**config.mk**
```make
export PLATFORM = sky130hd
export DESIGN_NAME = rsx_ctrl
export DESIGN_NICKNAME = d
export VERILOG_FILES = /design/src/rtl/rsx_pkg.sv /design/src/rtl/rsx_ctrl.sv
export SDC_FILE = /design/constraint.sdc
export NUM_CORES = 1
export LEC_CHECK = 0
export ABC_AREA = 1
export BUFFER_PORTS_ARGS = -buffer_cell sky130_fd_sc_hd__buf_2
export CAP_MARGIN = 30
export CELL_PAD_IN_SITES_DETAIL_PLACEMENT = 2
export CELL_PAD_IN_SITES_GLOBAL_PLACEMENT = 2
export CORE_AREA = 3 3 40 42
export CTS_CLUSTER_DIAMETER = 150
export DETAILED_ROUTE_END_ITERATION = 10
export DIE_AREA = 0 0 43 45
export HOLD_SLACK_MARGIN = 0.05
export PLACE_DENSITY_LB_ADDON = 0.1
export SLEW_MARGIN = 20
export SYNTH_ARGS = -nofsm -noshare
export SYNTH_HDL_FRONTEND = slang
export SYNTH_SLANG_ARGS = --single-unit
```
**constraint.sdc**
```tcl
create_clock -name clock -period 1.94 [get_ports clock]
set_input_delay 0.388 -clock clock [delete_from_list [all_inputs] [get_ports clock]]
set_output_delay 0.388 -clock clock [all_outputs]
set_load 0.05 [all_outputs]
```
**src/rtl/rsx_pkg.sv**
```systemverilog
// shared types, constants and codes for the register and stack execute unit
// no dependencies; imported by every module of the block
package rsx_pkg;

   // sizes
   localparam int WORD_BITS   = 16;
   localparam int REG_COUNT   = 8;
   localparam int REG_BITS    = 3;
   localparam int STACK_DEPTH = 1024;
   localparam int SP_BITS     = $clog2(STACK_DEPTH + 1);
   localparam int SA_BITS     = $clog2(STACK_DEPTH);
   localparam int LEVEL_BITS  = 11;

   // operation codes
   localparam logic [2:0] OP_MOV  = 3'd0;
   localparam logic [2:0] OP_ADD  = 3'd1;
   localparam logic [2:0] OP_SUB  = 3'd2;
   localparam logic [2:0] OP_PUSH = 3'd3;
   localparam logic [2:0] OP_POP  = 3'd4;
   localparam logic [2:0] OP_XCHG = 3'd5;

   // status codes
   localparam logic [1:0] ST_DONE  = 2'd0;
   localparam logic [1:0] ST_FULL  = 2'd1;
   localparam logic [1:0] ST_EMPTY = 2'd2;

   // request beat
   typedef struct packed {
      logic [2:0]           operation;
      logic [REG_BITS-1:0]  first_reg;
      logic [REG_BITS-1:0]  second_reg;
      logic [15:0]          immediate;
   } req_type;

   // response beat
   typedef struct packed {
      logic [15:0]           first_value;
      logic [15:0]           second_value;
      logic [LEVEL_BITS-1:0] stack_level;
      logic [1:0]            status;
   } rsp_type;

   // controller to datapath commands
   typedef struct packed {
      logic load;
      logic exec;
      logic swap_wr;
   } cmd_type;

   // datapath to controller status
   typedef struct packed {
      logic is_xchg;
   } dp_status_type;

endpackage

```
**src/rtl/rsx_ctrl.sv**
```systemverilog
// sequencing state machine of the register and stack execute unit
// depends on rsx_pkg for the command and status structs
module rsx_ctrl (
   input  logic                  clock,
   input  logic                  reset,
   input  logic                  start,
   output logic                  busy,
   output logic                  rsp_strobe,
   output rsx_pkg::cmd_type      cmd,
   input  rsx_pkg::dp_status_type dp_status
);
   import rsx_pkg::*;

   localparam logic [1:0] S_IDLE = 2'd0;
   localparam logic [1:0] S_EXEC = 2'd1;
   localparam logic [1:0] S_SWAP = 2'd2;
   localparam logic [1:0] S_DONE = 2'd3;

   logic [1:0] state_ff;
   logic [1:0] state_in;
   logic       accept;

   assign busy       = (state_ff != S_IDLE);
   assign accept     = start && !busy;
   assign rsp_strobe = (state_ff == S_DONE);

   // commands
   assign cmd.load    = accept;
   assign cmd.exec    = (state_ff == S_EXEC);
   assign cmd.swap_wr = (state_ff == S_SWAP);

   // next state
   always_comb begin
      state_in = state_ff;
      unique case (state_ff)
         S_IDLE: begin
            if (accept) begin
               state_in = S_EXEC;
            end
         end
         S_EXEC: begin
            state_in = dp_status.is_xchg ? S_SWAP : S_DONE;
         end
         S_SWAP: begin
            state_in = S_DONE;
         end
         S_DONE: begin
            state_in = S_IDLE;
         end
         default: begin
            state_in = S_IDLE;
         end
      endcase
   end

   always_ff @(posedge clock) begin
      if (reset) begin
         state_ff <= S_IDLE;
      end else begin
         state_ff <= state_in;
      end
   end

   // checks
   a_accept_busy: assert property (@(posedge clock) disable iff (reset)
      accept |=> (busy && !rsp_strobe))
      else $error("accepted beat did not start execution");
   a_strobe_idle: assert property (@(posedge clock) disable iff (reset)
      rsp_strobe |=> !busy)
      else $error("unit stayed busy after response beat");
   a_swap_order: assert property (@(posedge clock) disable iff (reset)
      cmd.swap_wr |-> ($past(cmd.exec) && $past(dp_status.is_xchg)))
      else $error("second register write without exchange");

endmodule

```
* Yosys cells after proc, flatten, opt, wreduce, memory -nomap -nowiden *
Cells that the tools add are included.

word-level totals
  flip-flop bits (word level) = 2
  word-level logic and storage cells = 12

cells by class
  reduce and logical (&&, ||, !) cells = 4
  mux-type cells = 3
  eq/ne operators = 4

operators with widths
  kind                                                                   count
  2-bit one-hot mux with 4 select lines                                  1
  2-bit equality test, second input constant                             2
  2-bit by 1-bit equality test with 1-bit output, second input constant  1
  2-bit logical NOT                                                      1
  2-bit 2-to-1 mux                                                       1
  2-bit inequality test, second input constant                           1
  2-bit nonzero test                                                     1
  1-bit logical AND                                                      1
  1-bit logical NOT                                                      1
  1-bit 2-to-1 mux                                                       1

* Depth between registers and ports, before layout *
Gate-level depths: netlist of the first run.

  depth after elaboration = 5
  mapped depth = 6
  mapped depth without buffers = 6

* Worst setup path before layout of the first run *
Ideal clock, no wire load.

  path type = register to output
  from = register state_ff[0]
  to = output busy
  path buffers = 0
  cell stages (with the launch flop) = 4
  data arrival time = 0.998 ns
  setup slack = 0.554 ns
  cells stage by stage = dfxtp_1 > inv_1 > ha_1 > inv_1

between the ends
  word-level cells in the longest chain between the ends = 1

RTL lines
  item                      RTL line        source
  start: declaration        rsx_ctrl.sv:19  logic [1:0] state_ff;
  start signal: assignment  rsx_ctrl.sv:60  state_ff <= state_in;
  2-bit nonzero test        rsx_ctrl.sv:23  assign busy = (state_ff != S_IDLE);
  end: declaration          rsx_ctrl.sv:7   output logic busy,

No other way between the ends.

* Worst setup path in the final report of the first run *
  from = register state_ff[1]
  to = output busy

The elaborated chain is that of the path after synthesis.

==> results_dict.tcl, run 1 <==
set metrics [dict create \
    dieArea_um2 1935 \
    finalSetupViolCount 0 \
    synth_enable_flop_cells 0 \
    holdBufCountCts 0 \
    yosys-top-cells-area "ha_1, dfxtp_1, nand2_1, inv_1, a21oi_2" \
    regMostFlops "state_ff" \
    async_reset_ff_share_pct 0 \
    cp_max_fo 5 \
    path_class "reg2out" \
    grt_pass1_wl_um 807 \
    core_area_um2 1285 \
    port_buffers 8 \
    worstHoldPathCells 2 \
    dpl.hpwl_um 390.2 \
    antenna_left 0 \
    htreeDepth 1 \
    clock-skew-final_ps 3.141 \
    ys_seq_elements 2 \
    status "finished clean" \
    cts_tree "built" \
    via_per_inst 3.500 \
    worst_r2r_startpoint "state_ff[1]$_SDFFE_PP0P_" \
    dr.pass1.iters 2 \
    largest_reg_flops 2 \
    syn_area_um2 191.4 \
    worst_slack_ps 264.7 \
    cts.repair.resized 0 \
    drc_errors 0 \
    die_w_um 43 \
    cts_root_buffer "clkbuf_4" \
    cts_num_sinks 2 \
    synth.distinct_cells 9 \
    hold_violations 0 \
    critPathSlowestCell "dfxtp_1" \
    drt_iter0_drc 2 \
    die_h_um 45 \
    yosys.area.top_type "ha_1" \
    synthFlopType "dfxtp_1" \
    worst_pin_slew_ps 256.2 \
    pre_cts_slack_ps 475.8 \
    nets 48 \
    path_cells "inv_1, ha_1, inv_1, buf_2" \
    worstHoldPathType "in2reg" \
    synthCells 27 \
    vias 182 \
    rr_endpoint "state_ff[0]$_SDFFE_PP0P_" \
    r2r_cells 6 \
    placementRows 13 \
    ys.warnings.count 0 \
    start_util_pct 14.90 \
    avgSynthCellArea_um2 7.090 \
    rsz0062_at_grt "false" \
    cts_buffers 3 \
    yosys.cell_count.top_type "nand2_1" \
    grt_pass1_vias 189 \
    wl_per_cell_um 8.635 \
    dp_cells 49 \
    cp-end-kind "output port" \
    cp_common_cell "inv_1" \
    tns_ps 0 \
    slew_headroom_pct 83.04 \
    place_congestion 0.6417 \
    final_max_slew_viol_count 0 \
    synth_top_cell_area_share_pct 32.68 \
    clkTransAtPathRegs_ps 30 \
    wl_um 449 \
    grt_max_degree 6 \
    antenna_found_initial 0 \
    netlist_top_cells_count "nand2_1, inv_1, ha_1, dfxtp_1" \
    diodes 0 \
    area_growth_pct 38.56 \
    fin_util_pct 20.64 \
    layout-drive-gt1-share_pct 35.14 \
    postCtsSetupRepairBufs 0 \
    io-pin-count 9 \
    instances_no_fill 52 \
    clock_latency_ps 220 \
    crit_arrival_ps 1290 \
    r2r_slack_ps 830 \
    ys_seq_area_share_pct 20.92 \
    min_period_ps 1675 \
    clk_path_buf_depth 2 \
    fmax_mhz 596.9 \
    hold_start "reset" \
    required_ps 1550 \
    slowest_delay_ps 390 \
    syn_nets 36 \
    reg_top3 "state_ff x2" \
    drv_cap 0 \
    holdPathEnd "state_ff[0]$_SDFFE_PP0P_" \
    grt-ovfl-total 0 \
    period_share_pct 86.35 \
    grt_usage_pct 6.068 \
    cp-start-kind "register" \
]
[worst max-delay path: cells and delay by family (launching register included)]
kind,cells,cell delay [ps]
fa+ha+maj,1,240
flops,1,390
buf+inv,3,440
[cell families after synthesis]
kind of cell,after synthesis,synth area share (%)
AOI/OAI and AO/OA,2,7.188
and+or+nand+nor,10,21.57
DFF,2,20.92
adders and majority gates,5,32.68
buffers and inverters,8,17.65
[placed cells by master (no fill, tap or decap)]
cell	count
a21oi_2	1
inv_1	7
dfxtp_1	2
nand3_1	1
buf_2	8
nand2_1	8
ha_1	5
a21oi_1	1
nand2_2	1
clkbuf_4	3
[how the worst max path moves through the flow]
stage                             startpoint     end
global route        state_ff[1]$_SDFFE_PP0P_  cmd[2]
CTS                 state_ff[1]$_SDFFE_PP0P_    busy
finish              state_ff[1]$_SDFFE_PP0P_    busy
global placement    state_ff[1]$_SDFFE_PP0P_    busy
detailed placement  state_ff[1]$_SDFFE_PP0P_    busy
floorplan           state_ff[0]$_SDFFE_PP0P_    busy
[per-stage QoR]
stage          cell area (um2)  hold slack, ps
3_3_place_gp             242.7           511.0
6_report                 265.3           351.6
2_1_floorplan            191.4           450.4
4_1_cts                  265.3           342.7
5_1_grt                  265.3           335.8
3_5_place_dp             242.7           511.6
[per-layer routing]
| layer | up-vias | share of wire, % | track usage [%] | routed length [um] |
|---|---|---|---|---|
| li1 | 98 | - | - | - |
| met3 | 0 | 6.9 | 3.586 | 31 |
| met1 | 79 | 43 | 6.475 | 194 |
| met4 | 0 | 0 | 5.422 | 0 |
| met2 | 5 | 50 | 8.383 | 223 |
| met5 | - | 0 | 0 | 0 |
[cell type report]
| class | instances | area [um2] |
|---|---|---|
| sequential | 2 | 40.04 |
| inverter | 7 | 26.28 |
| multi-input combinational | 17 | 117.6 |
| fill | 165 | 1020 |
| timing repair buffer | 8 | 40.04 |
| tap | 15 | 18.77 |
| clock buffer | 3 | 22.52 |
Power of run 1 is left out: the tool's default activity adds up to more than one toggle a clock period on the data nets, which glitch-free logic cannot reach.
==> inputs of run 2 (changes only) <==
Settings changed: PLACE_DENSITY_LB_ADDON 0.1 to 0.05.
==> run 2 against run 1 <==
Utilization unchanged; critical path type unchanged; final cell count unchanged; register-to-register slack worse by 20 ps; final area unchanged; via count up 6.0%.
==> results_dict.tcl, run 2 (synthesis gave the netlist of run 1 again) <==
set metrics [dict create \
    status "finished clean" \
    hold_start "reset" \
    grt_max_degree 6 \
    fmax_mhz 596.5 \
    clk_path_buf_depth 2 \
    rr_endpoint "state_ff[0]$_SDFFE_PP0P_" \
    path_class "reg2out" \
    cts.repair.resized 0 \
    io-pin-count 9 \
    holdPathEnd "state_ff[0]$_SDFFE_PP0P_" \
    antenna_left 0 \
    drt_iter0_drc 0 \
    port_buffers 8 \
    placementRows 13 \
    vias 193 \
    start_util_pct 14.90 \
    clock_latency_ps 220 \
    die_w_um 43 \
    fillers 162 \
    cts_tree "built" \
    cp-end-kind "output port" \
    period_share_pct 86.42 \
    cp_max_fo 4 \
    worst_r2r_startpoint "state_ff[0]$_SDFFE_PP0P_" \
    diodes 0 \
    holdBufCountCts 0 \
    worstHoldPathType "in2reg" \
    dpl.hpwl_um 386.5 \
    wl_um 443 \
    largest_reg_flops 2 \
    min_period_ps 1677 \
    seq_area_um2 40.04 \
    hold_violations 0 \
    cts_num_sinks 2 \
    rsz0062_at_grt "false" \
    layout_common_cells "nand2_1, buf_2, inv_1" \
    worstHoldPathCells 2 \
    antenna_found_initial 0 \
    required_ps 1550 \
    dieArea_um2 1935 \
    place_congestion 0.6280 \
    r2r_slack_ps 810 \
    core_area_um2 1285 \
    finalSetupViolCount 0 \
    clock-skew-final_ps 2.788 \
    clkTransAtPathRegs_ps 30 \
    drc_errors 0 \
    multi_input_area_um2 117.6 \
    layout-drive-gt1-share_pct 35.14 \
    cp-start-kind "register" \
    grt_pass1_wl_um 662 \
    slew_headroom_pct 83.43 \
    reg_top3 "state_ff x2" \
    die_h_um 45 \
    cts_root_buffer "clkbuf_4" \
    postCtsSetupRepairBufs 0 \
    grt_usage_pct 5.228 \
    grt-ovfl-total 0 \
    htreeDepth 1 \
    via_per_inst 3.712 \
    tns_ps 0 \
    cts_buffers 3 \
    grt_pass1_vias 174 \
    regMostFlops "state_ff" \
    final_max_slew_viol_count 0 \
    dr.pass1.iters 1 \
    area_growth_pct 38.56 \
    wl_per_cell_um 8.519 \
    r2r_cells 6 \
    drv_cap 0 \
    crit_arrival_ps 1290 \
    nets 48 \
    worst_pin_slew_ps 250.2 \
]
[run 2: cell counts in the layout (fill, tap and decap cells not counted)]
Identical to the previous run, type by type.
[run 2: worst max-delay path by stage]
stage | startpoint | endpoint | cells past startpoint
CTS | state_ff[0]$_SDFFE_PP0P_ | busy | 4
detailed placement | state_ff[0]$_SDFFE_PP0P_ | busy | 4
finish | state_ff[0]$_SDFFE_PP0P_ | busy | 4
floorplan | state_ff[0]$_SDFFE_PP0P_ | busy | 3
global route | state_ff[0]$_SDFFE_PP0P_ | busy | 4
global placement | state_ff[0]$_SDFFE_PP0P_ | busy | 4
[run 2: area by class of cell]
| class | count | share of cell area [%] |
|---|---|---|
| flip-flops and latches | 2 | 15.09 |
| inverters | 7 | 9.906 |
| clock buffers | 3 | 8.491 |
| repair buffers | 8 | 15.09 |
| multi-input cells | 17 | 44.34 |
| well taps | 15 | 7.075 |
[run 2: worst max-delay path, stage by stage (launching register included)]
cell     delay [ps]
dfxtp_1         380
inv_1           110
ha_1            260
inv_1            70
buf_2           250
[run 2: metrics by stage]
stage	utilization (%)	instances	area, um2	setup slack (ps)	hold WS [ps]
after floorplan	-	27	191.4	554.1	450.4
after global placement	18.89	49	242.7	492.5	513.1
after detailed placement	18.89	49	242.7	461.9	525.8
after CTS	20.64	52	265.3	224.1	337.7
after global routing	20.64	52	265.3	149.5	330.0
final	20.64	52	265.3	263.5	344.7
[run 2: layer usage]
layer | track usage, % | share of wire (%)
met1 | 4.773 | 41
met2 | 7.485 | 51
met3 | 3.586 | 7.7
met4 | 5.422 | 0
met5 | 0 | 0
Power of run 2 is left out for the same reason.
==> inputs of run 3 (changes only) <==
--- a/config.mk
+++ b/config.mk
@@ -22 +22,2 @@
 export SYNTH_SLANG_ARGS = --single-unit
+export TNS_END_PERCENT = 50
==> constraint.sdc (replaced) <==
create_clock -name clock -period 1.94 [get_ports clock]
set_input_delay 0.194 -clock clock [delete_from_list [all_inputs] [get_ports clock]]
set_output_delay 0.194 -clock clock [all_outputs]
set_load 0.05 [all_outputs]
==> run 3 against run 2 <==
Sequential cell count is the same; clock skew shrank 0.84 ps; final area is the same; largest cell class unchanged; register-to-register slack gained 20 ps; highest routed layer is now met4; critical endpoint unchanged.
==> results_dict.tcl, run 3 (synthesis gave the netlist of run 1 again) <==
set metrics [dict create \
    finalSetupViolCount 0 \
    cts_tree "built" \
    worst_pin_slew_ps 251.5 \
    min_period_ps 1484 \
    r2r_slack_ps 830 \
    status "finished clean" \
    critPathSlowestCell "dfxtp_1" \
    path_cells "inv_1, ha_1, inv_1, buf_2" \
    seq_area_um2 40.04 \
    core_area_um2 1285 \
    grt_pass1_wl_um 779 \
    hold_violations 0 \
    area_growth_pct 38.56 \
    placementRows 13 \
    cts.repair.resized 0 \
    io-pin-count 9 \
    regMostFlops "state_ff" \
    dieArea_um2 1935 \
    grt_pass1_vias 176 \
    drv_cap 0 \
    place_congestion 0.6294 \
    reg_top3 "state_ff x2" \
    crit_arrival_ps 1290 \
    cts_buffers 3 \
    largest_reg_flops 2 \
    via_per_inst 3.673 \
    drc_errors 0 \
    worstHoldPathCells 2 \
    path_class "reg2out" \
    wl_um 455 \
    grt_busiest_layer "met4" \
    drt_iter0_drc 0 \
    dpl.hpwl_um 390.9 \
    use_met3_pct 4.781 \
    antenna_found_initial 0 \
    cp_common_cell "inv_1" \
    grt_max_degree 6 \
    port_buffers 8 \
    layout_common_cells "nand2_1, buf_2, inv_1" \
    grt-ovfl-total 0 \
    tns_ps 0 \
    required_ps 1750 \
    fmax_mhz 673.8 \
    period_share_pct 76.50 \
    cts_num_sinks 2 \
    grt_usage_pct 6.473 \
    fillers 163 \
    slowest_delay_ps 400 \
    antenna_left 0 \
    htreeDepth 1 \
    clock_latency_ps 230 \
    final_max_slew_viol_count 0 \
    start_util_pct 14.90 \
    clk_path_buf_depth 2 \
    diodes 0 \
    cts_root_buffer "clkbuf_4" \
    multi_input_area_um2 117.6 \
    layout-drive-gt1-share_pct 35.14 \
    nets 48 \
    worstHoldPathType "in2reg" \
    cp_max_fo 5 \
    vias 191 \
    rsz0062_at_grt "false" \
    slew_headroom_pct 83.35 \
    wl_per_cell_um 8.750 \
    cp-start-kind "register" \
    die_w_um 43 \
    dr.pass1.iters 1 \
    die_h_um 45 \
    clock-skew-final_ps 1.950 \
    clkTransAtPathRegs_ps 30 \
    met1_usage_pct 6.444 \
    use_met2_pct 7.186 \
    postCtsSetupRepairBufs 0 \
    cp-end-kind "output port" \
    holdBufCountCts 0 \
    r2r_cells 6 \
]
==> run 3: cell type report <==
class / count / area share (%)
multi-input combinational: 17 / 44.34
sequential: 2 / 15.09
timing repair buffer: 8 / 15.09
inverter: 7 / 9.906
clock buffer: 3 / 8.491
tap: 15 / 7.075
==> run 3: metrics by stage <==
stage	setup WS, ps	hold slack [ps]	std cells	utilization, %	cell area [um2]
after CTS	420.0	136.4	52	20.64	265.3
after global placement	665.2	370.8	49	18.89	242.7
after detailed placement	671.6	378.9	49	18.89	242.7
after global routing	340.4	144.5	52	20.64	265.3
final	455.9	142.6	52	20.64	265.3
after floorplan	675.2	256.4	27	-	191.4
==> run 3: worst max-delay path: cells and delay by family, from the launching register on <==
kind	cells	cell delay [ps]
buffers and inverters	3	420
flip-flops	1	400
adder cells (fa/ha/maj)	1	240
==> run 3: routing by layer <==
layer  share of wire [%]  vias to the layer above
met5                   0                        -
met4                 7.0                        0
met3                  14                        5
met2                  40                        9
met1                  39                       80
li1                    -                       97
==> run 3: final timing paths <==
path,from,to
setup / recovery,state_ff[1]$_SDFFE_PP0P_,busy
hold / removal,reset,state_ff[0]$_SDFFE_PP0P_
setup reg to reg,state_ff[1]$_SDFFE_PP0P_,state_ff[0]$_SDFFE_PP0P_
hold reg to reg,state_ff[0]$_SDFFE_PP0P_,state_ff[0]$_SDFFE_PP0P_
Power of run 3 is left out for the same reason.
